### config.mk
export PLATFORM = sky130hd
export DESIGN_NAME = prt_ctrl
export DESIGN_NICKNAME = d
export VERILOG_FILES = /design/src/rtl/prt_pkg.sv /design/src/rtl/prt_ctrl.sv
export SDC_FILE = /design/constraint.sdc
export NUM_CORES = 1
export LEC_CHECK = 0
export ABC_AREA = 1
export BUFFER_PORTS_ARGS = -buffer_cell sky130_fd_sc_hd__buf_2
export CORE_AREA = 4 4 41 43
export CTS_CLUSTER_SIZE = 14
export DETAILED_ROUTE_END_ITERATION = 8
export DIE_AREA = 0 0 45 47
export GPL_ROUTABILITY_DRIVEN = 0
export PLACE_DENSITY_LB_ADDON = 0.25
export SYNTH_ARGS = -nofsm -noshare
export SYNTH_HDL_FRONTEND = slang
export SYNTH_SLANG_ARGS = --single-unit
### constraint.sdc
create_clock -name clk -period 2.8 [get_ports clk]
set_clock_uncertainty 0.05 [all_clocks]
set_input_delay 0.84 -clock clk [delete_from_list [all_inputs] [get_ports clk]]
set_output_delay 0.84 -clock clk [all_outputs]
set_load 0.1 [all_outputs]
### src/rtl/prt_pkg.sv
// Package for the prefix route table: sizes, mode and status codes, helpers.
// No dependencies.
package prt_pkg;

	localparam int SLOTS_DEF   = 64;
	localparam int TUNNELS_DEF = 16;

	typedef enum logic [2:0] {
		MODE_UPDATE    = 3'd0,
		MODE_LOOKUP_T  = 3'd1,
		MODE_LOOKUP_A  = 3'd2,
		MODE_REMOVE    = 3'd3,
		MODE_CLEAR_T   = 3'd4,
		MODE_CLEAR_A   = 3'd5,
		MODE_COUNT_T   = 3'd6,
		MODE_COUNT_A   = 3'd7
	} mode_t;

	localparam logic [1:0] ST_OK   = 2'd0;
	localparam logic [1:0] ST_FULL = 2'd1;
	localparam logic [1:0] ST_TUN  = 2'd2;

	localparam logic [7:0] REG_TUNNELS = 8'd0;

	// Mask for a prefix length, most significant bit first.
	function automatic logic [31:0] prefix_mask(input logic [5:0] p);
		logic [31:0] m;
		if (p == 6'd0) begin
			m = 32'h0;
		end else if (p >= 6'd32) begin
			m = 32'hFFFF_FFFF;
		end else begin
			m = 32'hFFFF_FFFF << (6'd32 - p);
		end
		return m;
	endfunction

	// Commands from controller to datapath.
	typedef struct packed {
		logic start;     // latch request, reset scan
		logic scan;      // process slot at scan index
		logic commit;    // apply write-back and form result
	} cmd_t;

	// Status from datapath to controller.
	typedef struct packed {
		logic scan_last; // read data stage holds the last slot
	} sts_t;

endpackage

### src/rtl/prt_ctrl.sv
// Controller for the route table: sequences request, slot scan and commit.
// Depends on prt_pkg.
module prt_ctrl (
	input  logic          clk,
	input  logic          arst_n,
	input  logic          in_valid,
	output logic          in_ready,
	input  logic          out_busy,
	input  prt_pkg::sts_t sts,
	output prt_pkg::cmd_t cmd
);
	typedef enum logic [1:0] {S_IDLE, S_SCAN, S_COMMIT} state_t;
	state_t state_q;

	// Ready only when idle; commit waits for the result register to be free.
	assign in_ready   = (state_q == S_IDLE);
	assign cmd.start  = in_valid && (state_q == S_IDLE);
	assign cmd.scan   = (state_q == S_SCAN);
	assign cmd.commit = (state_q == S_COMMIT) && !out_busy;

	always_ff @(posedge clk or negedge arst_n) begin
		if (!arst_n) begin
			state_q <= S_IDLE;
		end else begin
			unique case (state_q)
				S_IDLE: begin
					if (in_valid) state_q <= S_SCAN;
				end
				S_SCAN: begin
					if (sts.scan_last) state_q <= S_COMMIT;
				end
				S_COMMIT: begin
					if (!out_busy) state_q <= S_IDLE;
				end
				default: state_q <= S_IDLE;
			endcase
		end
	end
endmodule

## Word level (Yosys, flattened, before mapping)

Cells that the tools add are included.
Widths: inputs -> output; s select.

| operators by class | value |
|---|---|
| multiplexer cells | 4 |
| reductions and logical operators | 5 |
| eq/ne operators | 5 |

Operators with widths:

| cell | count |
|---|---|
| $mux 2 | 3 |
| $ne 2x2->1 const B | 3 |
| $pmux 2 s3 | 1 |
| $reduce_and 3->1 | 1 |
| $eq 2x1->1 const B | 1 |
| $eq 2x2->1 const B | 1 |
| $logic_and 1x1->1 | 2 |
| $logic_not 2->1 | 1 |
| $logic_not 1->1 | 1 |

| storage, ports and cells | value |
|---|---|
| word-level logic and storage cells | 15 |
| output and inout port bits | 4 |
| bits in registers | 2 |

## Depth between registers and ports, before layout

Gate-level depths: netlist of the first run.

| depth | value |
|---|---|
| depth after elaboration | 3 |
| depth in mapped cells | 3 |

## Worst setup path after synthesis of the first run

No wires, ideal clock.

| timing path | value |
|---|---|
| path kind | input to output |
| start point | input port out_busy |
| end point | output port cmd[0] (netlist name) |
| buffers on the path | 0 |
| required time | 1,910 ps |
| stages | 1 |
| arrival time | 2,903 ps |
| setup slack | -993 ps |
| cell sequence | nor3_1 |

| between the ends | value |
|---|---|
| longest elaborated chain between the ends | 2 |

Ends and longest elaborated chain:

| element | line | text |
|---|---|---|
| start, declared | prt_ctrl.sv:8 | `input logic out_busy,` |
| $logic_not 1->1 | - |  |
| $logic_and 1x1->1 | prt_ctrl.sv:19 | `assign cmd.commit = (state_q == S_COMMIT) && !out_busy;` |
| end, declared | prt_ctrl.sv:10 | `output prt_pkg::cmd_t cmd` |

Every way passes these cells.

==> key figures, run 1 <==
Critical path
  – CP Class: in -> out
  – CP Launch Type: input port
  – R2R Setup Slk: 1.99 ns
  – Reg2reg start: state_q[0]
  – Crit. End Element: primary output
  – Worst R2R End: state_q[0]
  – Critical path peak fanout: 2
  – R2r worst-path depth: 3
  – WP data arrival: 1.52 ns
  – Worst path required time: 1.91 ns

Finish
  – Top reg by flops: state_q
  – FILL cells: 156
  – Non-filler cells in the finished layout: 41
  – Layout area overhead: 85.9%
  – Largest regs: state_q: 2 flops
  – # nets final: 33
  – Max reg flops: 2
  – Layout cells sized above 1: 50.0%
  – Commonest cells after routing, fill and taps aside: buf_2, inv_1, nand2_1, nand3_1, clkbuf_4
  – Commonest non-fill, non-tap cell in the layout: buf_2
  – Diodes inserted: 0

Hold path
  – Hold Path Class: in -> async

Floorplan
  – Die outline width: 45 um
  – Initial Util: 8.17%
  – Die extent in y: 47 um
  – I/O pin count: 9
  – Std cell rows: 13
  – Core area: 0.00130 mm2
  – Area of the die: 0.00212 mm2

Clock tree
  – # H-tree levels: 1
  – Clk sinks: 2
  – Clk pin slew, worst setup/hold paths: 0.03 ns
  – CTS buffer count: 3
  – # hold bufs at CTS: 0
  – Worst-Skew Late Latency: 0.22 ns
  – Cts repair resizes: 0
  – TritonCTS clock tree: yes
  – CTS max path bufs: 2
  – Clock Tree Root: clkbuf_4
  – Setup Fix Bufs, Post-CTS: 0

Synthesis
  – Yosys warns: 0
  – Register area share after synthesis: 47.1%
  – #FFs+latches synth: 2
  – Gate Count Post-Synth: 15
  – Syn_nets: 20
  – Cell variety after synth: 7
  – Synthesized area: 106 um2
  – Avg Cell Area, Syn: 7.09 um2

Drt
  – Via/cell ratio: 3.07
  – DRT Pass-1 Iters: 2
  – Routed wire length: 321 um
  – Drt initial violations: 2
  – DRC violation count after routing: 0
  – Number of routed nets with antenna violations: 0
  – Total number of vias: 126
  – Drt wl/cell: 7.83 um

STA
  – RSZ-0062 raised after global routing: false
  – Fin. Hold Viols: 0
  – Fmax: 414 MHz
  – Worst-margin pin slew: 0.490 ns
  – Rel. slew slack: 67.6%
  – Period utilization: 86.2%
  – Fin. max-slew vios: 0
  – Period minus WS final: 2.41 ns
  – Final setup viols: 0

Place
  – Dpl cells: 38
  – PortBufs: 8

GRT
  – Grt ovf: 0
  – Largest net degree at the start of global routing: 6
  – First-pass GRT wire length: 552 um
  – Vias in the first global route: 117
  – GRT Overall Usage: 4.50%
  – Initial antenna violation count: 0

Outcome
  – Status: completed

Flow run
  – # Max-Cap Violations: 0
==> worst max path at each step <==
stage / start / to / slack (ns)
6_report: out_busy / cmd[0] / 0.39
3_3_place_gp: out_busy / cmd[0] / 0.36
4_1_cts: out_busy / cmd[0] / 0.37
5_1_grt: out_busy / cmd[0] / 0.35
2_1_floorplan: out_busy / cmd[0] / -0.11
3_5_place_dp: out_busy / cmd[0] / 0.37
==> final cells by class <==
| class | instances | area (um2) | area share [%] |
|---|---|---|---|
| Timing Repair Buffer | 8 | 40.0 | 20.3 |
| Inverter | 4 | 15.0 | 7.59 |
| Sequential cell | 2 | 50.0 | 25.3 |
| Tap cell | 15 | 18.8 | 9.49 |
| Clock buffer | 3 | 22.5 | 11.4 |
| Multi-Input combinational cell | 9 | 51.3 | 25.9 |
==> worst max-delay path, stage by stage <==
cell	delay, ns
buf_2	0.11
nor3_2	0.13
buf_2	0.44
==> cell usage after synthesis <==
master / n / share of area, %
inv_1: 4 / 14
nor2_1: 1 / 3.5
nand3_1: 3 / 14
nand2_1: 3 / 11
nor2_2: 1 / 5.9
dfrtp_1: 2 / 47
nor3_1: 1 / 4.7
==> cells by family after synthesis <==
logic type / Yosys count / synth area share (%)
DFF: 2 / 47.1
and+or+nand+nor: 9 / 38.8
buffers and inverters: 4 / 14.1
==> per-layer routing <==
metal	up-vias	wire length (um)	track usage (%)
met4	0	0	1.75
li1	67	-	-
met3	0	75	7.66
met1	49	165	4.77
met5	-	0	0
met2	10	80	3.67
==> per-stage QoR <==
stage	instance area [um2]	hold WS [ns]	util, %	worst slack [ns]	setup TNS, ns
2_1_floorplan	116	0.494	-	-0.114	-0.114
3_3_place_gp	175	0.556	13.5	0.364	0
3_5_place_dp	175	0.551	13.5	0.374	0
4_1_cts	198	0.340	15.2	0.374	0
5_1_grt	198	0.324	15.2	0.347	0
6_report	198	0.345	15.2	0.387	0
Power of run 1 is left out: the tool's default activity adds up to more than one toggle a clock period on the data nets, which glitch-free logic cannot reach.
==> inputs of run 2 (changes only) <==
--- a/config.mk
+++ b/config.mk
@@ -12,6 +12,7 @@
 export DETAILED_ROUTE_END_ITERATION = 8
 export DIE_AREA = 0 0 45 47
 export GPL_ROUTABILITY_DRIVEN = 0
+export HOLD_SLACK_MARGIN = 0.15
 export PLACE_DENSITY_LB_ADDON = 0.25
 export SYNTH_ARGS = -nofsm -noshare
 export SYNTH_HDL_FRONTEND = slang
==> constraint.sdc (replaced) <==
create_clock -name clk -period 2.63 [get_ports clk]
set_clock_uncertainty 0.05 [all_clocks]
set_input_delay 0.789 -clock clk [delete_from_list [all_inputs] [get_ports clk]]
set_output_delay 0.789 -clock clk [all_outputs]
set_load 0.1 [all_outputs]
==> run 2 against run 1 <==
Net effect: first-iteration DRC count unchanged; hold slack got worse by 0.043 ns; count of clock-buffer cells in the layout unchanged; sequential share of layout area fell by 1.8 points; non-clock buffer count unchanged; critical path depth increased by 1.
==> key figures, run 2 (same netlist as run 1, synthesis figures left out) <==
Outcome
  – Status: completed

Finish
  – FILL cells: 161
  – Area occupied by multi-input gates: 51.3 um2
  – Commonest cells after routing, fill and taps aside: buf_2, inv_1, nand2_1, nand3_1, clkbuf_4
  – Max reg flops: 2
  – # nets final: 33
  – Layout area overhead: 100%
  – Diodes inserted: 0
  – Sequential cell area: 50.0 um2
  – Top reg by flops: state_q
  – Final Core Density: 16.3%
  – Layout cells sized above 1: 50.0%
  – Largest regs: state_q: 2 flops
  – Commonest non-fill, non-tap cell in the layout: buf_2

Hold path
  – Hold Path Class: in -> async

Critical path
  – Worst path slowest cell: buf_2
  – CP Launch Type: input port
  – Critical path peak fanout: 2
  – CP Class: in -> out
  – Worst path required time: 1.79 ns
  – Crit. End Element: primary output
  – CP peak stage delay: 0.41 ns
  – WP data arrival: 1.38 ns
  – Buf/Inv on CP: 3
  – Worst path cell trace: buf_2 > nand2_1 > inv_1 > buf_2
  – CP most frequent cell: buf_2
  – CP top delay family: buffers and inverters

Place
  – Pre-CTS WS: 0.416 ns
  – PortBufs: 8

Clock tree
  – CTS max path bufs: 2
  – Cts repair resizes: 0
  – Clk sinks: 2
  – Worst-Skew Late Latency: 0.22 ns
  – TritonCTS clock tree: yes
  – Setup Fix Bufs, Post-CTS: 0
  – Clock Tree Root: clkbuf_4
  – CTS buffer count: 3
  – Clk pin slew, worst setup/hold paths: 0.03 ns
  – # hold bufs at CTS: 0
  – # H-tree levels: 1

Floorplan
  – Die outline width: 45 um
  – Core area: 0.00130 mm2
  – I/O pin count: 9
  – Area of the die: 0.00212 mm2
  – Std cell rows: 13
  – Die extent in y: 47 um
  – Initial Util: 8.17%

STA
  – Period utilization: 84.2%
  – Fin. Hold Viols: 0
  – Hold WS: 0.302 ns
  – RSZ-0062 raised after global routing: false
  – Final setup margin: 0.415 ns
  – Fin Setup TNS: 0 ns
  – Period minus WS final: 2.21 ns
  – Worst-margin pin slew: 0.490 ns
  – Fmax: 451 MHz
  – Final setup viols: 0
  – Rel. slew slack: 67.6%
  – Fin. max-slew vios: 0

Drt
  – Routed wire length: 319 um
  – Via/cell ratio: 3.07
  – Drt initial violations: 2
  – DRC violation count after routing: 0
  – Number of routed nets with antenna violations: 0
  – DRT Pass-1 Iters: 4
  – Drt wl/cell: 7.78 um
  – Total number of vias: 126

GRT
  – First-pass GRT wire length: 558 um
  – Vias in the first global route: 127
  – Initial antenna violation count: 0
  – Largest net degree at the start of global routing: 6
  – Grt ovf: 0
  – GRT Overall Usage: 4.34%

Flow run
  – # Max-Cap Violations: 0
run 2: worst register-to-register path, cell delays in order (launching register included):
cell	delay, ns
dfrtp_1	0.45
inv_1	0.09
nand3_1	0.08
nand2_1	0.05
run 2: path summary, 6_finish.rpt:
path / start / endpoint / slack [ns] / cells after the start
max in group asynchronous: arst_n / state_q[0] / 2.13 / 1
min in group clk: state_q[1] / state_q[1] / 0.55 / 2
setup reg to reg: state_q[0] / state_q[1] / 1.81 / 3
hold / removal: arst_n / state_q[1] / 0.30 / 1
hold reg to reg: state_q[1] / state_q[1] / 0.55 / 2
setup / recovery: in_valid / cmd[2] / 0.42 / 4
run 2: per-layer routing:
layer  track usage, %  share of wire (%)  wire length, um
met1             4.77                 57              182
met2             4.24                 29               93
met3             6.13                 13               43
met4             1.75                  0                0
met5                0                  0                0
run 2: layout make-up:
cell class / instances / area share, %
repair buffers: 8 / 25.9
multi-input cells: 9 / 24.1
flip-flops and latches: 2 / 23.5
inverters: 4 / 7.06
well taps: 15 / 8.82
clock buffers: 3 / 10.6
run 2: metrics by stage:
stage | instances | area (um2)
final | 41 | 213
after global routing | 41 | 213
after CTS | 41 | 213
after detailed placement | 38 | 190
after global placement | 38 | 190
after floorplan | 15 | 116
Power of run 2 is left out for the same reason.
==> inputs of run 3 (changes only) <==
==> constraint.sdc (replaced) <==
create_clock -name clk -period 2.3 [get_ports clk]
set_clock_uncertainty 0.05 [all_clocks]
set_input_delay 0.69 -clock clk [delete_from_list [all_inputs] [get_ports clk]]
set_output_delay 0.69 -clock clk [all_outputs]
set_load 0.1 [all_outputs]
==> run 3 against run 2 <==
Net effect: cell area grew 13%; non-clock buffer count is the same; core utilization grew 2.1 points; wire length shrank 5.6%; critical path depth shrank 1; die area is the same; via count shrank 0.79%.
==> key figures, run 3 (same netlist as run 1, synthesis figures left out) <==
Outcome
  – Status: completed

Drt
  – Drt wl/cell: 7.34 um
  – Total number of vias: 125
  – DRT Pass-1 Iters: 2
  – Routed wire length: 301 um
  – DRC violation count after routing: 0
  – Number of routed nets with antenna violations: 0
  – Drt initial violations: 1
  – Via/cell ratio: 3.05

Finish
  – # nets final: 33
  – Sequential cell area: 50.0 um2
  – Max reg flops: 2
  – FILL cells: 150
  – Top reg by flops: state_q
  – Area occupied by multi-input gates: 60.1 um2
  – Commonest cells after routing, fill and taps aside: buf_2, inv_1, nand2_1, nand3_1, clkbuf_4
  – Design Area, Final: 240 um2
  – Diodes inserted: 0
  – Layout area overhead: 126%
  – Commonest non-fill, non-tap cell in the layout: buf_2
  – Largest regs: state_q: 2 flops
  – Layout cells sized above 1: 57.7%

Floorplan
  – I/O pin count: 9
  – Std cell rows: 13
  – Initial Util: 8.17%
  – Die extent in y: 47 um
  – Die outline width: 45 um
  – Area of the die: 0.00212 mm2
  – Core area: 0.00130 mm2

GRT
  – First-pass GRT wire length: 565 um
  – Initial antenna violation count: 0
  – Vias in the first global route: 151
  – Largest net degree at the start of global routing: 6
  – Grt ovf: 0
  – GRT Overall Usage: 4.27%

Flow run
  – # Max-Cap Violations: 0

Critical path
  – Critical path peak fanout: 5
  – CP Class: reg -> out
  – Crit. End Element: primary output
  – WP data arrival: 1.30 ns
  – Worst path required time: 1.56 ns
  – CP Launch Type: register

STA
  – Period minus WS final: 2.04 ns
  – Fin. Hold Viols: 0
  – Rel. slew slack: 67.6%
  – Period utilization: 88.5%
  – Final setup margin: 0.264 ns
  – Worst-margin pin slew: 0.490 ns
  – Fmax: 491 MHz
  – Fin. max-slew vios: 0
  – Final setup viols: 0
  – RSZ-0062 raised after global routing: false
  – Hold WS: 0.200 ns

Hold path
  – Hold Path Class: in -> async

Clock tree
  – TritonCTS clock tree: yes
  – Setup Fix Bufs, Post-CTS: 0
  – CTS max path bufs: 2
  – Clk pin slew, worst setup/hold paths: 0.03 ns
  – CTS buffer count: 3
  – Worst-Skew Late Latency: 0.22 ns
  – # hold bufs at CTS: 0
  – Clock Tree Root: clkbuf_4
  – # H-tree levels: 1
  – Clk sinks: 2
  – Cts repair resizes: 0

Place
  – Dpl cell area: 218 um2
  – Pre-CTS WS: 0.342 ns
  – PortBufs: 8
  – HPWL after DPL: 261 um
==> run 3: changes by cell type in the layout (fill, tap and decap cells not counted) <==
| cell | before | now |
|---|---|---|
| buf_12 | 1 | 2 |
| nor3_4 | 0 | 1 |
| inv_1 | 4 | 3 |
| nor3_2 | 1 | 0 |
| nor2_1 | 1 | 0 |
| buf_2 | 7 | 6 |
| clkinvlp_4 | 0 | 1 |
| nor2_2 | 0 | 1 |
==> run 3: path summary, 6_finish.rpt <==
check | start | endpoint | slack, ns | cells past startpoint
max in group asynchronous | arst_n | state_q[1] | 1.90 | 1
min in group clk | state_q[1] | state_q[1] | 0.57 | 2
max reg2reg | state_q[0] | state_q[0] | 1.41 | 3
min reg2reg | state_q[1] | state_q[1] | 0.57 | 2
min | arst_n | state_q[0] | 0.20 | 1
max | state_q[0] | cmd[1] | 0.26 | 3
==> run 3: cell type report <==
class,count,area share (%)
Tap cell,15,7.81
Multi-Input combinational cell,9,25.0
Inverter,4,7.81
Timing Repair Buffer,8,29.2
Sequential cell,2,20.8
Clock buffer,3,9.38
==> run 3: critical path, stage by stage (launching register included) <==
cell	delay (ns)
dfrtp_1	0.47
inv_1	0.10
nor2_2	0.08
buf_2	0.43
==> run 3: per-stage QoR <==
stage	utilization, %	TNS [ns]	std cells
floorplan	-	-0.00736	15
global placement	16.7	0	38
detailed placement	16.7	0	38
CTS	18.5	0	41
global route	18.5	0	41
finish	18.5	0	41
==> run 3: routing by layer <==
metal / wire (um) / track usage [%] / vias up / part of all wire, %
met3: 57 / 1.92 / 0 / 19
met2: 112 / 5.65 / 9 / 37
li1: - / - / 68 / -
met1: 132 / 3.86 / 48 / 44
met5: 0 / 0 / - / 0
met4: 0 / 7.02 / 0 / 0
Power of run 3 is left out for the same reason.
